### config.mk
export PLATFORM = sky130hd
export DESIGN_NAME = wag_ctrl
export DESIGN_NICKNAME = d
export VERILOG_FILES = /design/src/rtl/core/wag_pkg.sv /design/src/rtl/core/wag_ctrl.sv
export SDC_FILE = /design/constraint.sdc
export NUM_CORES = 1
export LEC_CHECK = 0
export BUFFER_PORTS_ARGS = -buffer_cell sky130_fd_sc_hd__clkbuf_2
export CAP_MARGIN = 15
export CORE_MARGIN = 3
export CORE_UTILIZATION = 40
export CTS_CLUSTER_DIAMETER = 150
export CTS_CLUSTER_SIZE = 20
export DETAILED_ROUTE_END_ITERATION = 7
export PLACE_DENSITY = 0.74
export SYNTH_ARGS = -nofsm -noshare
export SYNTH_HDL_FRONTEND = slang
export SYNTH_SLANG_ARGS = --single-unit
### constraint.sdc
create_clock -name clk -period 4.4 [get_ports clk]
set_input_delay 1.32 -clock clk [delete_from_list [all_inputs] [get_ports clk]]
set_output_delay 1.32 -clock clk [all_outputs]
set_load 0.1 [all_outputs]
### src/rtl/core/wag_pkg.sv
// ----------------------------------------------------------------------------
// Waypoint attitude guidance package
// Shared codes, command and status structs, constants and the arctangent table.
// ----------------------------------------------------------------------------
`default_nettype none

package wag_pkg;

	// Configuration register indexes.
	localparam logic [1:0] CFG_WP_X = 2'd0;
	localparam logic [1:0] CFG_WP_Y = 2'd1;
	localparam logic [1:0] CFG_WP_Z = 2'd2;

	localparam logic signed [31:0] WP_X_RST = 32'sd1536000;
	localparam logic signed [31:0] WP_Y_RST = 32'sd460800;
	localparam logic signed [31:0] WP_Z_RST = -32'sd2048000;

	// Angles in rad * 2^20.
	localparam logic signed [24:0] ANG_PI      = 25'sd3294199;
	localparam logic signed [24:0] ANG_TWO_PI  = 25'sd6588398;
	localparam logic signed [23:0] ANG_HALF_PI = 24'sd1647099;

	localparam logic [15:0] THR_RST = 16'd19661;

	typedef enum logic [4:0] {
		OP_NONE, OP_PREP, OP_MAC, OP_MAC_CLR, OP_SQRT, OP_DIST, OP_HORIZ,
		OP_SPEED, OP_FX, OP_FZ, OP_ANG, OP_CUR, OP_DES, OP_PIT,
		OP_TGT1, OP_TGT2, OP_TGT3, OP_UPD
	} op_t;

	typedef enum logic [3:0] {
		MS_DA, MS_DB, MS_DC, MS_HA, MS_HC, MS_VX, MS_VY, MS_VZ,
		MS_QXZ, MS_QWY, MS_QXX, MS_QYY
	} msel_t;

	typedef enum logic [1:0] {
		AS_CUR, AS_DES, AS_PIT
	} asel_t;

	typedef struct packed {
		logic  load;
		op_t   op;
		msel_t msel;
		asel_t asel;
	} cmd_t;

	typedef struct packed {
		logic sqrt_busy;
		logic cordic_busy;
	} sts_t;

	function automatic logic [19:0] atan_entry(input logic [4:0] i);
		logic [19:0] r;
		case (i)
			5'd0:  r = 20'd823550;
			5'd1:  r = 20'd486170;
			5'd2:  r = 20'd256879;
			5'd3:  r = 20'd130396;
			5'd4:  r = 20'd65451;
			5'd5:  r = 20'd32757;
			5'd6:  r = 20'd16383;
			5'd7:  r = 20'd8192;
			5'd8:  r = 20'd4096;
			5'd9:  r = 20'd2048;
			5'd10: r = 20'd1024;
			5'd11: r = 20'd512;
			5'd12: r = 20'd256;
			5'd13: r = 20'd128;
			5'd14: r = 20'd64;
			5'd15: r = 20'd32;
			5'd16: r = 20'd16;
			5'd17: r = 20'd8;
			5'd18: r = 20'd4;
			5'd19: r = 20'd2;
			default: r = 20'd0;
		endcase
		return r;
	endfunction

endpackage

`default_nettype wire

### src/rtl/core/wag_ctrl.sv
// ----------------------------------------------------------------------------
// Guidance controller
// Sequences the datapath through one word and owns both handshakes.
// ----------------------------------------------------------------------------
`default_nettype none

module wag_ctrl
	import wag_pkg::*;
(
	input  wire logic clk,
	input  wire logic arst_n,
	input  wire logic in_valid,
	output logic      in_stall,
	output logic      out_valid,
	input  wire logic out_stall,
	input  wire sts_t sts,
	output cmd_t      cmd
);

	typedef enum logic [5:0] {
		S_IDLE, S_PREP, S_DA, S_DB, S_DC, S_DSQ, S_DW,
		S_HA, S_HC, S_HSQ, S_HW, S_VX, S_VY, S_VZ, S_VSQ, S_VW,
		S_Q1, S_Q2, S_QS1, S_Q3, S_Q4, S_QS2,
		S_AC, S_ACW, S_AD, S_ADW, S_AP, S_APW,
		S_T1, S_T2, S_T3, S_UPD
	} state_t;

	state_t state_q, state_d;
	logic   out_valid_q;
	logic   out_free;

	assign out_free = !out_valid_q || !out_stall;

	always_comb begin
		state_d  = state_q;
		cmd.load = (state_q == S_IDLE) && in_valid;
		cmd.op   = OP_NONE;
		cmd.msel = MS_DA;
		cmd.asel = AS_CUR;
		case (state_q)
			S_IDLE: if (in_valid) state_d = S_PREP;
			S_PREP: begin cmd.op = OP_PREP; state_d = S_DA; end
			S_DA: begin cmd.op = OP_MAC_CLR; cmd.msel = MS_DA; state_d = S_DB; end
			S_DB: begin cmd.op = OP_MAC; cmd.msel = MS_DB; state_d = S_DC; end
			S_DC: begin cmd.op = OP_MAC; cmd.msel = MS_DC; state_d = S_DSQ; end
			S_DSQ: begin cmd.op = OP_SQRT; state_d = S_DW; end
			S_DW: begin
				if (!sts.sqrt_busy) begin cmd.op = OP_DIST; state_d = S_HA; end
			end
			S_HA: begin cmd.op = OP_MAC_CLR; cmd.msel = MS_HA; state_d = S_HC; end
			S_HC: begin cmd.op = OP_MAC; cmd.msel = MS_HC; state_d = S_HSQ; end
			S_HSQ: begin cmd.op = OP_SQRT; state_d = S_HW; end
			S_HW: begin
				if (!sts.sqrt_busy) begin cmd.op = OP_HORIZ; state_d = S_VX; end
			end
			S_VX: begin cmd.op = OP_MAC_CLR; cmd.msel = MS_VX; state_d = S_VY; end
			S_VY: begin cmd.op = OP_MAC; cmd.msel = MS_VY; state_d = S_VZ; end
			S_VZ: begin cmd.op = OP_MAC; cmd.msel = MS_VZ; state_d = S_VSQ; end
			S_VSQ: begin cmd.op = OP_SQRT; state_d = S_VW; end
			S_VW: begin
				if (!sts.sqrt_busy) begin cmd.op = OP_SPEED; state_d = S_Q1; end
			end
			S_Q1: begin cmd.op = OP_MAC_CLR; cmd.msel = MS_QXZ; state_d = S_Q2; end
			S_Q2: begin cmd.op = OP_MAC; cmd.msel = MS_QWY; state_d = S_QS1; end
			S_QS1: begin cmd.op = OP_FX; state_d = S_Q3; end
			S_Q3: begin cmd.op = OP_MAC_CLR; cmd.msel = MS_QXX; state_d = S_Q4; end
			S_Q4: begin cmd.op = OP_MAC; cmd.msel = MS_QYY; state_d = S_QS2; end
			S_QS2: begin cmd.op = OP_FZ; state_d = S_AC; end
			S_AC: begin cmd.op = OP_ANG; cmd.asel = AS_CUR; state_d = S_ACW; end
			S_ACW: begin
				if (!sts.cordic_busy) begin cmd.op = OP_CUR; state_d = S_AD; end
			end
			S_AD: begin cmd.op = OP_ANG; cmd.asel = AS_DES; state_d = S_ADW; end
			S_ADW: begin
				if (!sts.cordic_busy) begin cmd.op = OP_DES; state_d = S_AP; end
			end
			S_AP: begin cmd.op = OP_ANG; cmd.asel = AS_PIT; state_d = S_APW; end
			S_APW: begin
				if (!sts.cordic_busy) begin cmd.op = OP_PIT; state_d = S_T1; end
			end
			S_T1: begin cmd.op = OP_TGT1; state_d = S_T2; end
			S_T2: begin cmd.op = OP_TGT2; state_d = S_T3; end
			S_T3: begin cmd.op = OP_TGT3; state_d = S_UPD; end
			S_UPD: begin
				if (out_free) begin cmd.op = OP_UPD; state_d = S_IDLE; end
			end
			default: state_d = S_IDLE;
		endcase
	end

	always_ff @(posedge clk or negedge arst_n) begin
		if (!arst_n) begin
			state_q     <= S_IDLE;
			out_valid_q <= 1'b0;
		end else begin
			state_q <= state_d;
			if (cmd.op == OP_UPD) begin
				out_valid_q <= 1'b1;
			end else if (out_valid_q && !out_stall) begin
				out_valid_q <= 1'b0;
			end
		end
	end

	assign in_stall  = (state_q != S_IDLE);
	assign out_valid = out_valid_q;

	a_accept_starts: assert property (@(posedge clk) disable iff (!arst_n)
		(in_valid && !in_stall) |=> (state_q == S_PREP))
		else $error("accepted word did not start the sequence");

	a_upd_gives_word: assert property (@(posedge clk) disable iff (!arst_n)
		(cmd.op == OP_UPD) |=> out_valid_q)
		else $error("result update did not present a word");

	a_word_from_upd: assert property (@(posedge clk) disable iff (!arst_n)
		$rose(out_valid_q) |-> $past(state_q == S_UPD))
		else $error("result word appeared outside the update step");

endmodule

`default_nettype wire

Yosys cells after proc, flatten, opt, wreduce, memory -nomap -nowiden

Cells that the tools add are included.

Register bits: 7
Logic and storage cells: 76

Equal/unequal tests: 40
Mux-type cells: 21
Reduce and logical (&&, ||, !) cells: 13

Operator list:

| cell                                                                   | number |
|---|---|
| 6-bit one-hot mux with 32 select lines                                 | 1 |
| 6-bit by 5-bit equality test with 1-bit output (second input constant) | 16 |
| 5-bit one-hot mux with 17 select lines                                 | 1 |
| 6-bit by 4-bit equality test with 1-bit output (second input constant) | 8 |
| 6-bit 2-to-1 mux                                                       | 8 |
| 4-bit one-hot mux with 11 select lines                                 | 1 |
| 6-bit by 3-bit equality test with 1-bit output (second input constant) | 4 |
| 2-bit inequality test (second input constant)                          | 8 |
| 6-bit by 2-bit equality test with 1-bit output (second input constant) | 2 |
| 4-bit 2-to-1 mux                                                       | 3 |
| 3-bit 2-to-1 mux                                                       | 3 |
| 8-bit AND reduction                                                    | 1 |
| 7-bit OR reduction                                                     | 1 |
| 6-bit by 1-bit equality test with 1-bit output (second input constant) | 1 |
| 6-bit zero test                                                        | 1 |
| 6-bit nonzero test                                                     | 1 |
| 3-bit OR reduction                                                     | 2 |
| 5-bit equality test (second input constant)                            | 1 |
| 5-bit 2-to-1 mux                                                       | 1 |
| 5-bit OR reduction                                                     | 1 |
| 2-bit one-hot mux with 2 select lines                                  | 1 |
| 1-bit logical AND                                                      | 2 |
| 1-bit zero test                                                        | 2 |
| 1-bit 2-to-1 mux                                                       | 2 |
| 2 further kinds                                                        | 2 |

Longest topological paths before layout

Depth in word-level cells: 6
Mapped depth: 7

Least setup slack after synthesis

No wires, ideal clock.

Path kind: in2out
Start: in out_stall
End: out cmd[10] (netlist name)
Arrival: 3.791 ns
Data required time: 3.080 ns
Setup slack: -0.711 ns
Stages on the path: 1
Path buffers: 0
Cell sequence: a311oi_1

Cells in the longest elaborated chain, start to end: 4

Ends and longest elaborated chain:

| what                                   | RTL line       | text |
|---|---|---|
| start, declared                        | wag_ctrl.sv:15 | `input wire logic out_stall,` |
| 1-bit zero test                        | wag_ctrl.sv:32 | `assign out_free = !out_valid_q \|\| !out_stall;` |
| 1-bit logical OR                       | wag_ctrl.sv:32 |  |
| 5-bit 2-to-1 mux                       | wag_ctrl.sv:85 | `if (out_free) begin cmd.op = OP_UPD; state_d = S_IDLE; end` |
| 5-bit one-hot mux with 17 select lines | wag_ctrl.sv:40 | `case (state_q)` |
| end, declared                          | wag_ctrl.sv:17 | `output cmd_t cmd` |

Every way passes these cells.

==> out/qor.yml <==
dieArea_mm2: 0.002649
grt_max_degree: 26
rsz0062_at_grt: "false"
coreArea_mm2: 0.001839
gr-total-overflow: 0
htreeDepth: 1
startpoint: "sts[0]"
synth_top_area_share_pct: 18.15
avgRoutedWirePerCell_um: 13.06
outcome: "complete, no violations"
reg2reg_slack_ns: 2.32
slew_viol_final: 0
fin_skew_ns: 0.006556
cts_tree: "built"
setup_violations: 0
syn_avg_cell_area_um2: 6.835
netlist_area_um2: 827.0
antenna_left: 0
r2r-start: "state_q[2]$_DFFE_PN0P_"
synth.most_common_cell: "nand2_1"
synth_cells: 121
ys_ff_latch: 6
synth-edff-count: 0
ioPinCount: 20
clk_path_buf_depth: 2
ys_warn_count: 0
final_hold_viol_count: 0
path_clk_slew_ns: 0.04
dpl_cell_area_um2: 943.4
grt_pass1_vias: 814
initialDrtViolationCount: 27
port_buffers: 19
endpoint: "cmd[7]"
numCtsBuffers: 3
nets: 142
area_delta_synth_final_pct: 16.79
ys_seq_area_share_pct: 18.15
cts_hold_buf: 0
postCtsSetupRepairBufs: 0
fin_ws_ns: 0.5683
dieWidth_um: 51.47
initial_utilization_pct: 44.97
async_flop_share_pct: 100.0
vias: 910
grt_pass1_wl_um: 3657
dp_slack_ns: 0.5758
synth_commonest_cells: "nand2_1 (19), nor2_1 (16), a21oi_1 (7), o21ai_0 (7)"
ys.flop_type: "dfrtp_1"
required_ns: 3.08
cp-start-kind: "input port"
yosys.area.top_type: "dfrtp_1"
rows: 15
worst_pin_slew_ns: 0.7647
worst-endpoint-arrival_ns: 2.51
timing.fmax_mhz: 261.0
gp_congestion: 0.8064
relSlewSlack_pct: 49.02
ys_top_cells_by_area: "dfrtp_1 (18%), nand2_1 (8.6%), nor2_1 (7.3%), a21oi_1 (4.2%), o21ai_0 (4.2%)"
drt-pass1-iter-count: 5
crit_fanout: 6
n_antenna_cell: 0
clock-root-buffer: "clkbuf_4"
hpwl_um: 1485
hold_class: "flip-flop to flip-flop"
nFillCells: 207
cap_violations: 0
dieHeight_um: 51.47
synth_cell_type_count: 39
cts.sinks: 6
syn_nets: 127
critPathKind: "input port to output port"
cts_resized: 0
place_inst: 156
drcViolationCount: 0
period_share_pct: 87.08
finalSetupTns_ns: 0
finalWorstPathRequiredPeriod_ns: 3.832
drive_gt1_share_pct: 26.12
totalWireLength_um: 2076
grtUsageTotal_pct: 17.68
ff2ff_path_depth: 5
antenna_found_initial: 0
clk-insertion-delay-late_ns: 0.24
final_area_um2: 965.9
regToRegEndpoint: "state_q[2]$_DFFE_PN0P_"
viasPerCell: 5.723
crit_path_end_kind: "output port"
fin_cells: 159
how the worst min path moves through the flow:
stage	cells after the start	endpoint	slack, ns	start
2_1_floorplan	4	out_valid$_DFFE_PN0P_	0.71	state_q[1]$_DFFE_PN0P_
3_3_place_gp	2	out_valid$_DFFE_PN0P_	0.54	out_valid$_DFFE_PN0P_
3_5_place_dp	2	out_valid$_DFFE_PN0P_	0.55	out_valid$_DFFE_PN0P_
4_1_cts	2	out_valid$_DFFE_PN0P_	0.57	out_valid$_DFFE_PN0P_
5_1_grt	2	out_valid$_DFFE_PN0P_	0.64	out_valid$_DFFE_PN0P_
6_report	2	out_valid$_DFFE_PN0P_	0.56	out_valid$_DFFE_PN0P_
final cells by class:
class	count	area, um2	area share (%)
tap	25	31.28	3.238
multi-input combinational	102	640.6	66.32
clock buffer	3	22.52	2.332
inverter	1	3.754	0.3886
timing repair buffer	22	117.6	12.18
sequential	6	150.1	15.54
registers in the layout, summed over array words and instances (netlist names):
signal,cells
out_valid,1
state_q,5
metrics by stage:
stage	hold slack, ns	utilization, %
after floorplan	0.7123	-
after global placement	0.5410	51.29
after detailed placement	0.5548	51.29
after CTS	0.5664	52.52
after global routing	0.6374	52.52
final	0.5626	52.52
logic make-up (layout without fill, tap and decap cells):
logic type / count (synthesis) / in the layout / synth area share, %
simple gates: 65 / 65 / 39.18
compound gates: 30 / 30 / 26.48
buf+inv: 13 / 26 / 7.563
xor+xnor: 6 / 6 / 7.263
flops: 6 / 6 / 18.15
mux: 1 / 1 / 1.361
routing by layer:
metal	wire [um]	global-route usage (%)
met1	1029	24.46
met5	0	0
met3	108	2.332
met4	7	5.240
met2	930	28.39
critical path, cell delays in order:
cell and delay, ns:
clkbuf_2 0.12, nand2_1 0.09, nand3_1 0.08, a21oi_1 0.17
o21ai_0 0.13, o221ai_2 0.11, clkbuf_2 0.49
layout by cell type, fill, tap and decap left out, drive strengths merged, types with 4 or more instances in the layout:
cell type	count
o21ai	7
clkbuf	22
a21oi	7
nand2	19
nand3	5
dfrtp	6
nor3	4
nor2	16
Power is left out: the tool's default activity adds up to more than one toggle a clock period on the data nets, which glitch-free logic cannot reach.
